[src/hdl/sfbc_pkg.sv]
// sfbc_pkg: types and codes shared by the sync fault backoff controller
// no dependencies
`default_nettype none

package sfbc_pkg;

    localparam int unsigned LadderW = 27;
    localparam int unsigned CapW    = 22;
    localparam int unsigned RetryW  = 31;
    localparam int unsigned StatusW = 10;
    localparam int unsigned StreakW = 8;
    localparam int unsigned CfgIdxW = 2;

    localparam logic [LadderW-1:0] LadderFirstRst  = LadderW'(30 * 1000);
    localparam logic [LadderW-1:0] LadderSecondRst = LadderW'(2 * 60 * 1000);
    localparam logic [LadderW-1:0] LadderThirdRst  = LadderW'(10 * 60 * 1000);
    localparam logic [CapW-1:0]    RetryCapRst     = CapW'(24 * 60 * 60);

    localparam logic [StatusW-1:0] StatusOk   = StatusW'(200);
    localparam logic [StatusW-1:0] StatusProv = StatusW'(401);
    localparam logic [StatusW-1:0] StatusBusy = StatusW'(503);

    localparam logic [RetryW-1:0]  MsMax      = {RetryW{1'b1}};
    localparam logic [StreakW-1:0] StreakMax  = {StreakW{1'b1}};

    typedef enum logic [CfgIdxW-1:0] {
        REG_LADDER_FIRST  = 2'd0,
        REG_LADDER_SECOND = 2'd1,
        REG_LADDER_THIRD  = 2'd2,
        REG_RETRY_CAP     = 2'd3
    } t_reg_idx;

    typedef enum logic [1:0] {
        OUTCOME_OK    = 2'd0,
        OUTCOME_TRUST = 2'd1,
        OUTCOME_XPORT = 2'd2
    } t_outcome;

    localparam logic [2:0] FAULT_NONE   = 3'd0;
    localparam logic [2:0] FAULT_HOME   = 3'd1;
    localparam logic [2:0] FAULT_NOSIG  = 3'd2;
    localparam logic [2:0] FAULT_PROV   = 3'd3;
    localparam logic [2:0] FAULT_BUSY   = 3'd4;
    localparam logic [2:0] FAULT_SERVER = 3'd5;

    localparam logic [1:0] KIND_LADDER = 2'd0;
    localparam logic [1:0] KIND_RETRY  = 2'd1;
    localparam logic [1:0] KIND_HALT   = 2'd2;
    localparam logic [1:0] KIND_WAKE   = 2'd3;

    typedef struct packed {
        logic               command;
        logic [1:0]         outcome;
        logic [StatusW-1:0] status_code;
        logic [RetryW-1:0]  retry_secs;
        logic               decode_failed;
    } t_in_item;

    typedef struct packed {
        logic [2:0]         fault;
        logic [1:0]         delay_kind;
        logic [RetryW-1:0]  delay_ms;
        logic [StreakW-1:0] failure_count;
    } t_out_item;

    typedef struct packed {
        logic [LadderW-1:0] ladder_first_ms;
        logic [LadderW-1:0] ladder_second_ms;
        logic [LadderW-1:0] ladder_third_ms;
        logic [CapW-1:0]    retry_after_cap_s;
    } t_cfg;

endpackage

`default_nettype wire

[src/hdl/sfbc_classify.sv]
// sfbc_classify: turns an attempt report into a fault code
// depends on sfbc_pkg
`default_nettype none

module sfbc_classify (
    input  wire sfbc_pkg::t_in_item i_item,
    output logic [2:0]              o_fault
);
    import sfbc_pkg::*;

    always_comb begin
        case (i_item.outcome)
            OUTCOME_OK: begin
                if (i_item.status_code == StatusOk) begin
                    o_fault = i_item.decode_failed ? FAULT_SERVER : FAULT_NONE;
                end else if (i_item.status_code == StatusProv) begin
                    o_fault = FAULT_PROV;
                end else if (i_item.status_code == StatusBusy) begin
                    o_fault = FAULT_BUSY;
                end else begin
                    o_fault = FAULT_SERVER;
                end
            end
            OUTCOME_TRUST: o_fault = FAULT_HOME;
            default:       o_fault = FAULT_NOSIG;
        endcase
    end

endmodule

`default_nettype wire

[src/hdl/sfbc_backoff.sv]
// sfbc_backoff: backoff state registers, state update and delay selection
// depends on sfbc_pkg
`default_nettype none

module sfbc_backoff (
    input  wire                      i_clk,
    input  wire                      i_rst_n,
    input  wire                      i_fire,
    input  wire                      i_command,
    input  wire [2:0]                i_fault,
    input  wire [sfbc_pkg::RetryW-1:0] i_retry_s,
    input  wire sfbc_pkg::t_cfg      i_cfg,
    output sfbc_pkg::t_out_item      o_result
);
    import sfbc_pkg::*;

    logic [StreakW-1:0] r_streak, n_streak;
    logic [RetryW-1:0]  r_held,   n_held;
    logic               r_halt,   n_halt;

    logic [CapW-1:0]   clamp_s;
    logic [31:0]       prod_ms;
    logic [RetryW-1:0] busy_ms;

    // retry-after clamped to the cap, in ms, saturated
    always_comb begin
        clamp_s = (i_retry_s < {{(RetryW-CapW){1'b0}}, i_cfg.retry_after_cap_s})
                  ? i_retry_s[CapW-1:0] : i_cfg.retry_after_cap_s;
        prod_ms = {{(32-CapW){1'b0}}, clamp_s} * 32'd1000;
        busy_ms = prod_ms[31] ? MsMax : prod_ms[RetryW-1:0];
    end

    always_comb begin
        n_streak = r_streak;
        n_held   = r_held;
        n_halt   = r_halt;
        if (i_fire) begin
            if (i_command || i_fault == FAULT_NONE) begin
                n_streak = '0;
                n_held   = '0;
                n_halt   = 1'b0;
            end else if (i_fault == FAULT_PROV) begin
                n_halt = 1'b1;
                n_held = '0;
            end else if (i_fault == FAULT_BUSY && i_retry_s != '0) begin
                n_held = busy_ms;
            end else begin
                n_held = '0;
                if (r_streak != StreakMax) begin
                    n_streak = r_streak + StreakW'(1);
                end
            end
        end
    end

    always_ff @(posedge i_clk) begin
        if (!i_rst_n) begin
            r_streak <= '0;
            r_held   <= '0;
            r_halt   <= 1'b0;
        end else begin
            r_streak <= n_streak;
            r_held   <= n_held;
            r_halt   <= n_halt;
        end
    end

    always_comb begin
        o_result.fault         = i_command ? FAULT_NONE : i_fault;
        o_result.failure_count = n_streak;
        o_result.delay_ms      = '0;
        if (n_halt) begin
            o_result.delay_kind = KIND_HALT;
        end else if (n_held != '0) begin
            o_result.delay_kind = KIND_RETRY;
            o_result.delay_ms   = n_held;
        end else begin
            case (n_streak)
                StreakW'(1): begin
                    o_result.delay_kind = KIND_LADDER;
                    o_result.delay_ms   = {{(RetryW-LadderW){1'b0}}, i_cfg.ladder_first_ms};
                end
                StreakW'(2): begin
                    o_result.delay_kind = KIND_LADDER;
                    o_result.delay_ms   = {{(RetryW-LadderW){1'b0}}, i_cfg.ladder_second_ms};
                end
                StreakW'(3): begin
                    o_result.delay_kind = KIND_LADDER;
                    o_result.delay_ms   = {{(RetryW-LadderW){1'b0}}, i_cfg.ladder_third_ms};
                end
                default: o_result.delay_kind = KIND_WAKE;
            endcase
        end
    end

endmodule

`default_nettype wire

[src/hdl/sync_fault_backoff_controller_unit.sv]
// sync_fault_backoff_controller_unit: top level, config registers and pipeline
// depends on sfbc_pkg, sfbc_classify, sfbc_backoff
//
// Each input transaction is a sync-attempt report or a user press; each one
// gives exactly one result transaction with the fault code, the next delay
// kind and value, and the consecutive failure count.
// Input channel: i_in_valid / o_in_stall / i_in_data, accepted when valid is
// high and stall is low. Output channel: o_out_valid / i_out_stall /
// o_out_data, taken likewise.
// Classification and backoff update run between the input register and the
// result register. Throughput is one transaction per cycle while the output
// is not stalled, set by the state update loop in the backoff stage.
// A stall on the output holds the result register; the input register
// still fills, after which o_in_stall rises until the output drains.
// Configuration writes (i_cfg_we, i_cfg_index, i_cfg_data) take effect on the
// next edge; the user must make them while the block is idle, and no logic in
// the block enforces that. Synchronous reset empties both registers, clears
// the backoff state and restores the register defaults.
`default_nettype none

module sync_fault_backoff_controller_unit (
    input  wire                          i_clk,
    input  wire                          i_rst_n,
    input  wire                          i_cfg_we,
    input  wire [sfbc_pkg::CfgIdxW-1:0]  i_cfg_index,
    input  wire [sfbc_pkg::LadderW-1:0]  i_cfg_data,
    input  wire                          i_in_valid,
    output logic                         o_in_stall,
    input  wire sfbc_pkg::t_in_item      i_in_data,
    output logic                         o_out_valid,
    input  wire                          i_out_stall,
    output sfbc_pkg::t_out_item          o_out_data
);
    import sfbc_pkg::*;

    t_cfg      r_cfg;
    t_in_item  r_in;
    logic      r_in_valid;
    t_out_item r_out;
    logic      r_out_valid;

    logic      advance;
    logic      in_take;
    logic [2:0] fault;
    t_out_item result;

    assign advance    = r_in_valid && (!r_out_valid || !i_out_stall);
    assign o_in_stall = r_in_valid && !advance;
    assign in_take    = i_in_valid && !o_in_stall;

    always_ff @(posedge i_clk) begin
        if (!i_rst_n) begin
            r_cfg.ladder_first_ms   <= LadderFirstRst;
            r_cfg.ladder_second_ms  <= LadderSecondRst;
            r_cfg.ladder_third_ms   <= LadderThirdRst;
            r_cfg.retry_after_cap_s <= RetryCapRst;
        end else if (i_cfg_we) begin
            case (t_reg_idx'(i_cfg_index))
                REG_LADDER_FIRST:  r_cfg.ladder_first_ms  <= i_cfg_data;
                REG_LADDER_SECOND: r_cfg.ladder_second_ms <= i_cfg_data;
                REG_LADDER_THIRD:  r_cfg.ladder_third_ms  <= i_cfg_data;
                REG_RETRY_CAP:     r_cfg.retry_after_cap_s <= i_cfg_data[CapW-1:0];
                default: ;
            endcase
        end
    end

    always_ff @(posedge i_clk) begin
        if (!i_rst_n) begin
            r_in_valid  <= 1'b0;
            r_out_valid <= 1'b0;
        end else begin
            if (in_take) begin
                r_in_valid <= 1'b1;
            end else if (advance) begin
                r_in_valid <= 1'b0;
            end
            if (advance) begin
                r_out_valid <= 1'b1;
            end else if (!i_out_stall) begin
                r_out_valid <= 1'b0;
            end
        end
    end

    always_ff @(posedge i_clk) begin
        if (in_take) begin
            r_in <= i_in_data;
        end
        if (advance) begin
            r_out <= result;
        end
    end

    sfbc_classify u_classify (
        .i_item  (r_in),
        .o_fault (fault)
    );

    sfbc_backoff u_backoff (
        .i_clk     (i_clk),
        .i_rst_n   (i_rst_n),
        .i_fire    (advance),
        .i_command (r_in.command),
        .i_fault   (fault),
        .i_retry_s (r_in.retry_secs),
        .i_cfg     (r_cfg),
        .o_result  (result)
    );

    assign o_out_valid = r_out_valid;
    assign o_out_data  = r_out;

    a_prov_halts: assert property (@(posedge i_clk) disable iff (!i_rst_n)
        (r_out_valid && r_out.fault == FAULT_PROV) |-> (r_out.delay_kind == KIND_HALT))
        else $error("provisioning fault without halt");

    a_ok_clears: assert property (@(posedge i_clk) disable iff (!i_rst_n)
        (r_out_valid && r_out.fault == FAULT_NONE)
        |-> (r_out.delay_kind == KIND_WAKE && r_out.failure_count == '0))
        else $error("success or press did not clear backoff");

    a_no_delay: assert property (@(posedge i_clk) disable iff (!i_rst_n)
        (r_out_valid && (r_out.delay_kind == KIND_HALT || r_out.delay_kind == KIND_WAKE))
        |-> (r_out.delay_ms == '0))
        else $error("nonzero delay for halt or wake");

    a_ladder_count: assert property (@(posedge i_clk) disable iff (!i_rst_n)
        (r_out_valid && r_out.delay_kind == KIND_LADDER)
        |-> (r_out.failure_count != '0 && r_out.failure_count <= StreakW'(3)))
        else $error("ladder delay with streak outside first three");

    a_full_stall: assert property (@(posedge i_clk) disable iff (!i_rst_n)
        (r_in_valid && r_out_valid && i_out_stall) |-> o_in_stall)
        else $error("input taken while pipeline blocked");

endmodule

`default_nettype wire

[config.mk]
export PLATFORM = sky130hd
export DESIGN_NAME = sync_fault_backoff_controller_unit
export DESIGN_NICKNAME = d
export VERILOG_FILES = /design/src/hdl/sfbc_pkg.sv /design/src/hdl/sfbc_classify.sv /design/src/hdl/sfbc_backoff.sv /design/src/hdl/sync_fault_backoff_controller_unit.sv
export SDC_FILE = /design/constraint.sdc
export NUM_CORES = 1
export LEC_CHECK = 0
export BUFFER_PORTS_ARGS = -buffer_cell sky130_fd_sc_hd__buf_2
export CAP_MARGIN = 20
export CELL_PAD_IN_SITES_DETAIL_PLACEMENT = 1
export CELL_PAD_IN_SITES_GLOBAL_PLACEMENT = 2
export CORE_MARGIN = 2
export CORE_UTILIZATION = 38
export DETAILED_ROUTE_END_ITERATION = 6
export MAX_ROUTING_LAYER = met4
export PLACE_DENSITY = 0.86
export SLEW_MARGIN = 5
export SYNTH_ARGS = -nofsm -noshare
export SYNTH_HDL_FRONTEND = slang
export SYNTH_SLANG_ARGS = --single-unit
[constraint.sdc]
create_clock -name i_clk -period 11 [get_ports i_clk]
set_input_delay 1.1 -clock i_clk [delete_from_list [all_inputs] [get_ports i_clk]]
set_output_delay 1.1 -clock i_clk [all_outputs]
set_load 0.1 [all_outputs]
After elaboration in Yosys (flattened, before gate mapping)
Index checks and enable logic that the tools add are counted.
{"block": "classes", "n_mul": 1, "n_addsub": 1, "muxes": 26, "magnitude_cmp": 1, "n_eq_ne": 14, "reduce_logical": 21}
{"cell": "31-bit 2-to-1 mux", "n": 5}
{"cell": "27-bit one-hot mux with 3 select lines", "n": 1}
{"cell": "31-bit nonzero test", "n": 2}
{"cell": "8-bit 2-to-1 mux", "n": 5}
{"cell": "33-bit 2-to-1 mux", "n": 1}
{"cell": "31-bit by 22-bit less-than comparator with 1-bit output", "n": 1}
{"cell": "22-bit by 7-bit multiplier with 29-bit output (second input constant)", "n": 1}
{"cell": "22-bit 2-to-1 mux", "n": 1}
{"cell": "10-bit by 9-bit == test with 1-bit output (second input constant)", "n": 2}
{"cell": "8-bit by 2-bit == test with 1-bit output (second input constant)", "n": 2}
{"cell": "10-bit by 8-bit == test with 1-bit output (second input constant)", "n": 1}
{"cell": "3-bit 2-to-1 mux", "n": 3}
{"cell": "8-bit by 1-bit adder with 8-bit output (second input constant)", "n": 1}
{"cell": "8-bit by 1-bit == test with 1-bit output (second input constant)", "n": 1}
{"cell": "1-bit 2-to-1 mux", "n": 8}
{"cell": "8-bit inequality test (second input constant)", "n": 1}
{"cell": "2-bit AND reduction", "n": 4}
{"cell": "3-bit one-hot mux with 2 select lines", "n": 1}
{"cell": "2-bit by 1-bit == test with 1-bit output (second input constant)", "n": 2}
{"cell": "2-bit == test (second input constant)", "n": 2}
{"cell": "1-bit logical AND", "n": 4}
{"cell": "1-bit logical NOT", "n": 4}
{"cell": "2-bit logical NOT", "n": 2}
{"cell": "3-bit by 2-bit == test with 1-bit output (second input constant)", "n": 1}
{"cell": "7 further kinds", "n": 8}
{"block": "word_totals", "register_bits": 234, "inputBits": 79, "wordCells": 82}

Longest topological paths before layout
{"block": "logic_depth", "ltp_word": 15, "mapped_depth": 32}

By module
From an unflattened synthesis, not the netlist that was laid out.
{"block": "hier_totals", "cells_unflattened": 1535, "area_unflattened_um2": 14928.1}
{"mod": "sfbc_backoff", "area_each_um2": 8075.2, "n_inst": 1, "seq_area_each_um2": 800.8, "cells_per_inst": 1041}
{"mod": "sync_fault_backoff_controller_unit", "area_each_um2": 6731.5, "n_inst": 1, "seq_area_each_um2": 4774.6, "cells_per_inst": 482}
{"mod": "sfbc_classify", "area_each_um2": 121.4, "n_inst": 1, "seq_area_each_um2": 0.0, "cells_per_inst": 12}

Worst setup path before layout
OpenSTA, ideal clock, no wires.
{"block": "synth_path", "path_kind": "reg2reg", "start": "register r_in[14] (netlist name)", "end": "register r_out (netlist bit o_out_data[16]), data pin", "stages_incl_launch_ff": 29, "required_ps": 10820, "synth_period_minus_slack_ps": 8663, "path_buffers": 5, "arrival_time_ps": 8483, "setup_slack_ps": 2337, "setup_time_ps": 180, "path_cell_list": "edfxtp_1 -> ha_1 -> and4_1 -> nand3_1 -> or4_1 -> o221ai_1 -> clkbuf_1 -> buf_1 -> mux2i_1 -> inv_1 -> fa_1 -> fa_1 -> fa_1 -> inv_1 -> fa_1 -> inv_1 -> ha_1 -> a21o_1 -> a31o_2 -> a221o_1 -> a21o_1 -> or3_1 -> clkbuf_1 -> o2bb2a_1 -> o21ai_0 -> or4_4 -> buf_6 -> buf_6 -> o41ai_2"}
{"block": "synth_between", "elab_chain_len": 10}
{"element": "start, declared", "line": "sync_fault_backoff_controller_unit.sv:37", "text": "t_in_item r_in;"}
{"element": "start signal, assigned", "line": "sync_fault_backoff_controller_unit.sv:88", "text": "r_in <= i_in_data;"}
{"element": "31-bit by 22-bit less-than comparator with 1-bit output", "line": "sfbc_backoff.sv:27", "text": "clamp_s = (i_retry_s < {{(RetryW-CapW){1'b0}}, i_cfg.retry_after_cap_s})"}
{"element": "22-bit 2-to-1 mux", "line": "sfbc_backoff.sv:28", "text": "? i_retry_s[CapW-1:0] : i_cfg.retry_after_cap_s;"}
{"element": "22-bit by 7-bit multiplier with 29-bit output", "line": "sfbc_backoff.sv:29", "text": "prod_ms = {{(32-CapW){1'b0}}, clamp_s} * 32'd1000;"}
{"element": "31-bit 2-to-1 mux", "line": "sfbc_backoff.sv:30", "text": "busy_ms = prod_ms[31] ? MsMax : prod_ms[RetryW-1:0];"}
{"element": "31-bit 2-to-1 mux", "line": "sfbc_backoff.sv:45", "text": "end else if (i_fault == FAULT_BUSY && i_retry_s != '0) begin"}
{"element": "31-bit 2-to-1 mux", "line": "sfbc_backoff.sv:42", "text": "end else if (i_fault == FAULT_PROV) begin"}
{"element": "31-bit 2-to-1 mux", "line": "sfbc_backoff.sv:38", "text": "if (i_command || i_fault == FAULT_NONE) begin"}
{"element": "31-bit 2-to-1 mux", "line": "sfbc_backoff.sv:37", "text": "if (i_fire) begin"}
{"element": "31-bit nonzero test", "line": "sfbc_backoff.sv:74", "text": "end else if (n_held != '0) begin"}
{"element": "33-bit 2-to-1 mux (*)", "line": "sfbc_backoff.sv:74"}
{"element": "end signal, assigned", "line": "sync_fault_backoff_controller_unit.sv:91", "text": "r_out <= result;"}
{"element": "end, declared", "line": "sync_fault_backoff_controller_unit.sv:39", "text": "t_out_item r_out;"}
Every way passes the cells marked *; elsewhere a longest branch is shown, timed or not.
A chain may end at the register's enable or synchronous reset.

Worst setup path in the final report
{"block": "layout_path", "start": "register r_in[24] (netlist name)", "end": "register r_out (netlist bit o_out_data[8]), data pin"}
Same word-level chain as after synthesis.

==> results.toml <==
[global_routing]
grt_pass1_wl_um = 68600
antenna_found_initial = 0
grt_max_degree = 77
track_usage_pct = 23.4
grt_pass1_vias = 12100
gr-total-overflow = 0

[layout]
antennaDiodeCount = 0
fin_util_pct = 43.7
drive_above_1_share_pct = 14.8
finalNetCount = 1840
fillers = 4280
areaGrowthSynthToFinish_pct = 13.6

[sta]
period_minus_slack_ns = 9.64
worst_pin_slew_ns = 1.05
fmax_mhz = 104
holdWs_ns = 0.453
setup_viol = 0
hold_violations = 0
tns_ns = 0
timing.slew.headroom_pct = 27.7
rsz0062_at_grt = "no"
period_share_pct = 87.6
fin_skew_ns = 0.00965
drv_slew = 0
final.setup.worst_slack_ns = 1.36

[power]
ir_drop_uv = 113
power_per_cell_area_nw_per_um2 = 169
power_frac_clock_pct = 31.7
pwr-share-comb_pct = 33.0
switching_share_pct = 35.3
pwr-share-seq_pct = 35.3
switchingPower_uw = 951
p_leak_nw = 6.80
p_int_mw = 1.75
power_mw = 2.70

[setup_path]
worstSetupPathType = "flop to flop"
worstPathArrival_ns = 9.96
crit_top_cell = "fa_1"
r2r_setup_slack_ns = 1.36
r2r_end = "o_out_data[8]"
worst_setup_path_end_kind = "flop"
cp.buffers_inverters = 2
rr_startpoint = "r_in[24]"
critical_path.cell_chain = "nor4_1, nand2_1, or4_1, o221ai_2, buf_4, mux2i_1, xnor2_1, xnor2_1, fa_1, fa_1, fa_1, inv_1, ha_1, a21o_1, a311oi_1, o31a_1, a31oi_1, or3_1, o2bb2a_1, o21ai_0, or4_4, o41ai_1"
slowest_stage = "mux2i_1"
critPathLaunchType = "flop"
crit_family = "compound AO/OA/AOI/OAI gates"
worst-path-max-fanout = 29
r2r_cells = 22
max_stage_delay_ns = 0.89
critical_path_required_ns = 11.32

[worst_hold_path]
whs_path_depth = 2
hold-path-endpoint = "r_cfg[49]"
worstHoldPathType = "flop to flop"
holdCritStartpoint = "r_cfg[49]"

[floorplanning]
core_um2 = 36600
num_rows = 70
die_area_um2 = 38700
die_x_um = 197
die_h_um = 197
ios = 125
initial_core_util_pct = 38.5

[placement]
gp_congestion = 0.847
hpwl_um = 31700
port-buffer-count = 124
post-place-ws_ns = 1.26

[clock_network]
cts_setup_buffers = 0
cts_root_buf = "clkbuf_16"
clockBufferDepth = 3
cts_tree = "built"
path_clk_slew_ns = 0.06
insertion_delay_ns = 0.54
cts_max_level = 1
cts_inserted_buffers = 27
cts_hold_buf = 0
cts_sinks = 234
ctsResizeCount = 0

[logic_synthesis]
ys_types = 69
netlist_area_um2 = 14100
synth_top_area_share_pct = 20.6
synth-seq-cells = 234
ys_warn_count = 0
netlist_instances = 1520
syn_nets = 1744
yosysTopAreaCell = "dfxtp_1"
yosysSeqAreaShare_pct = 39.5
netlist_top_cells_count = "298 x nand2_1, 145 x dfxtp_1, 135 x a21oi_1"
synth.area.top_cells = "dfxtp_1 21%, edfxtp_1 19%, fa_1 9.5%, nand2_1 7.9%, ha_1 6.9%"
yosysMostFrequentCell = "nand2_1"
postSynth.asyncResetShare_pct = 0
syn_avg_cell_area_um2 = 9.28
synth_ff_type = "dfxtp_1"
synth_edf_count = 89

[routing]
routed_wl_um = 43700
vias_per_cell = 5.48
antenna_left = 0
wl_per_cell_um = 20.8
drc = 0
drt_iter0_markers = 641
num_vias = 11500
first_pass_iters = 5

[flow_run]
maxCapViolCount = 0

[run_status]
status = "complete, no violations"
==> worst max path at each step <==
stage | start | to | slack (ns) | depth (start not counted)
2_1_floorplan | r_in[14] | o_out_data[16] | 2.34 | 28
3_3_place_gp | r_in[25] | o_out_data[39] | 1.55 | 22
3_5_place_dp | r_in[14] | o_out_data[28] | 1.26 | 25
4_1_cts | r_in[14] | o_out_data[8] | 1.21 | 25
5_1_grt | r_in[24] | o_out_data[28] | 0.79 | 22
6_report | r_in[24] | o_out_data[8] | 1.36 | 22
==> final cells by class <==
cell class                 instances  area, um^2  area share [%]
tap                              468         586            3.66
clock inverter                     4        46.3           0.289
clock buffer                      44         779            4.87
sequential                       234        5580            34.8
inverter                         113         424            2.65
timing repair buffer             146         786            4.91
multi-input combinational       1094        7810            48.8
==> tightest hold or removal path, cell delays in order (launching register included) <==
cell and delay [ns]:
dfxtp_1 0.31, nand2_1 0.05, a21oi_1 0.05
==> logic make-up (layout without fill, tap and decap cells) <==
kind of cell             count (synthesis)  count (layout)  synth area share (%)
AO/OA/AOI/OAI                          317             317                  14.6
XOR/XNOR                                42              42                  2.61
adder cells (fa/ha/maj)                150             150                  16.8
buffers and inverters                  192             307                  5.28
flip-flops                             234             234                  39.5
multiplexers                            51              51                  3.88
AND/OR/NAND/NOR                        534             534                  17.3
==> placed cells by master (no fill, tap or decap), types with 13 or more instances in the layout <==
| cell | Yosys | final |
|---|---|---|
| o41ai_1 | 18 | 18 |
| o21ai_0 | 50 | 49 |
| buf_4 | 1 | 22 |
| nand2_1 | 298 | 298 |
| inv_1 | 112 | 111 |
| nor2_1 | 60 | 59 |
| nand3_1 | 42 | 42 |
| buf_2 | 4 | 124 |
| dfxtp_1 | 145 | 145 |
| xnor2_1 | 26 | 26 |
| and2_1 | 36 | 36 |
| ha_1 | 78 | 78 |
| mux2i_1 | 22 | 22 |
| xor2_1 | 16 | 16 |
| fa_1 | 67 | 67 |
| clkbuf_1 | 68 | 13 |
| mux2_2 | 29 | 29 |
| a21oi_1 | 135 | 134 |
| edfxtp_1 | 89 | 89 |
| a22oi_1 | 29 | 29 |
| nor4_1 | 16 | 16 |
| clkbuf_16 | 0 | 27 |
==> per-stage QoR <==
stage,cell area [um^2],instances
after CTS,16000,2100
after global placement,15200,2052
after floorplan,14100,1520
final,16000,2103
after global routing,16000,2103
after detailed placement,15200,2052
==> sequential cells by signal, summed over array words and instances, names as in the netlist <==
register            count
r_in_valid              1
u_backoff.r_streak      8
o_out_valid             1
u_backoff.r_halt        1
u_backoff.r_held       31
o_out_data             44
r_cfg                 103
r_in                   45
==> power by group through the flow <==
stage / registers (mW) / clock network (mW) / logic [mW]
floorplan: 1.01 / 0 / 0.582
global placement: 0.968 / 0 / 0.873
detailed placement: 0.970 / 0 / 0.883
CTS: 0.952 / 0.874 / 0.889
global route: 0.955 / 0.905 / 0.987
finish: 0.952 / 0.856 / 0.890
==> per-layer routing <==
layer  part of all wire [%]  GRT usage, %  up-vias
met5                      0             -        -
met4                    2.3          5.51        0
met3                    3.0          2.28       58
met2                     48          39.2      220
met1                     46          30.6     5769
li1                       -             -     5485
(Power assumes the default switching activity.)
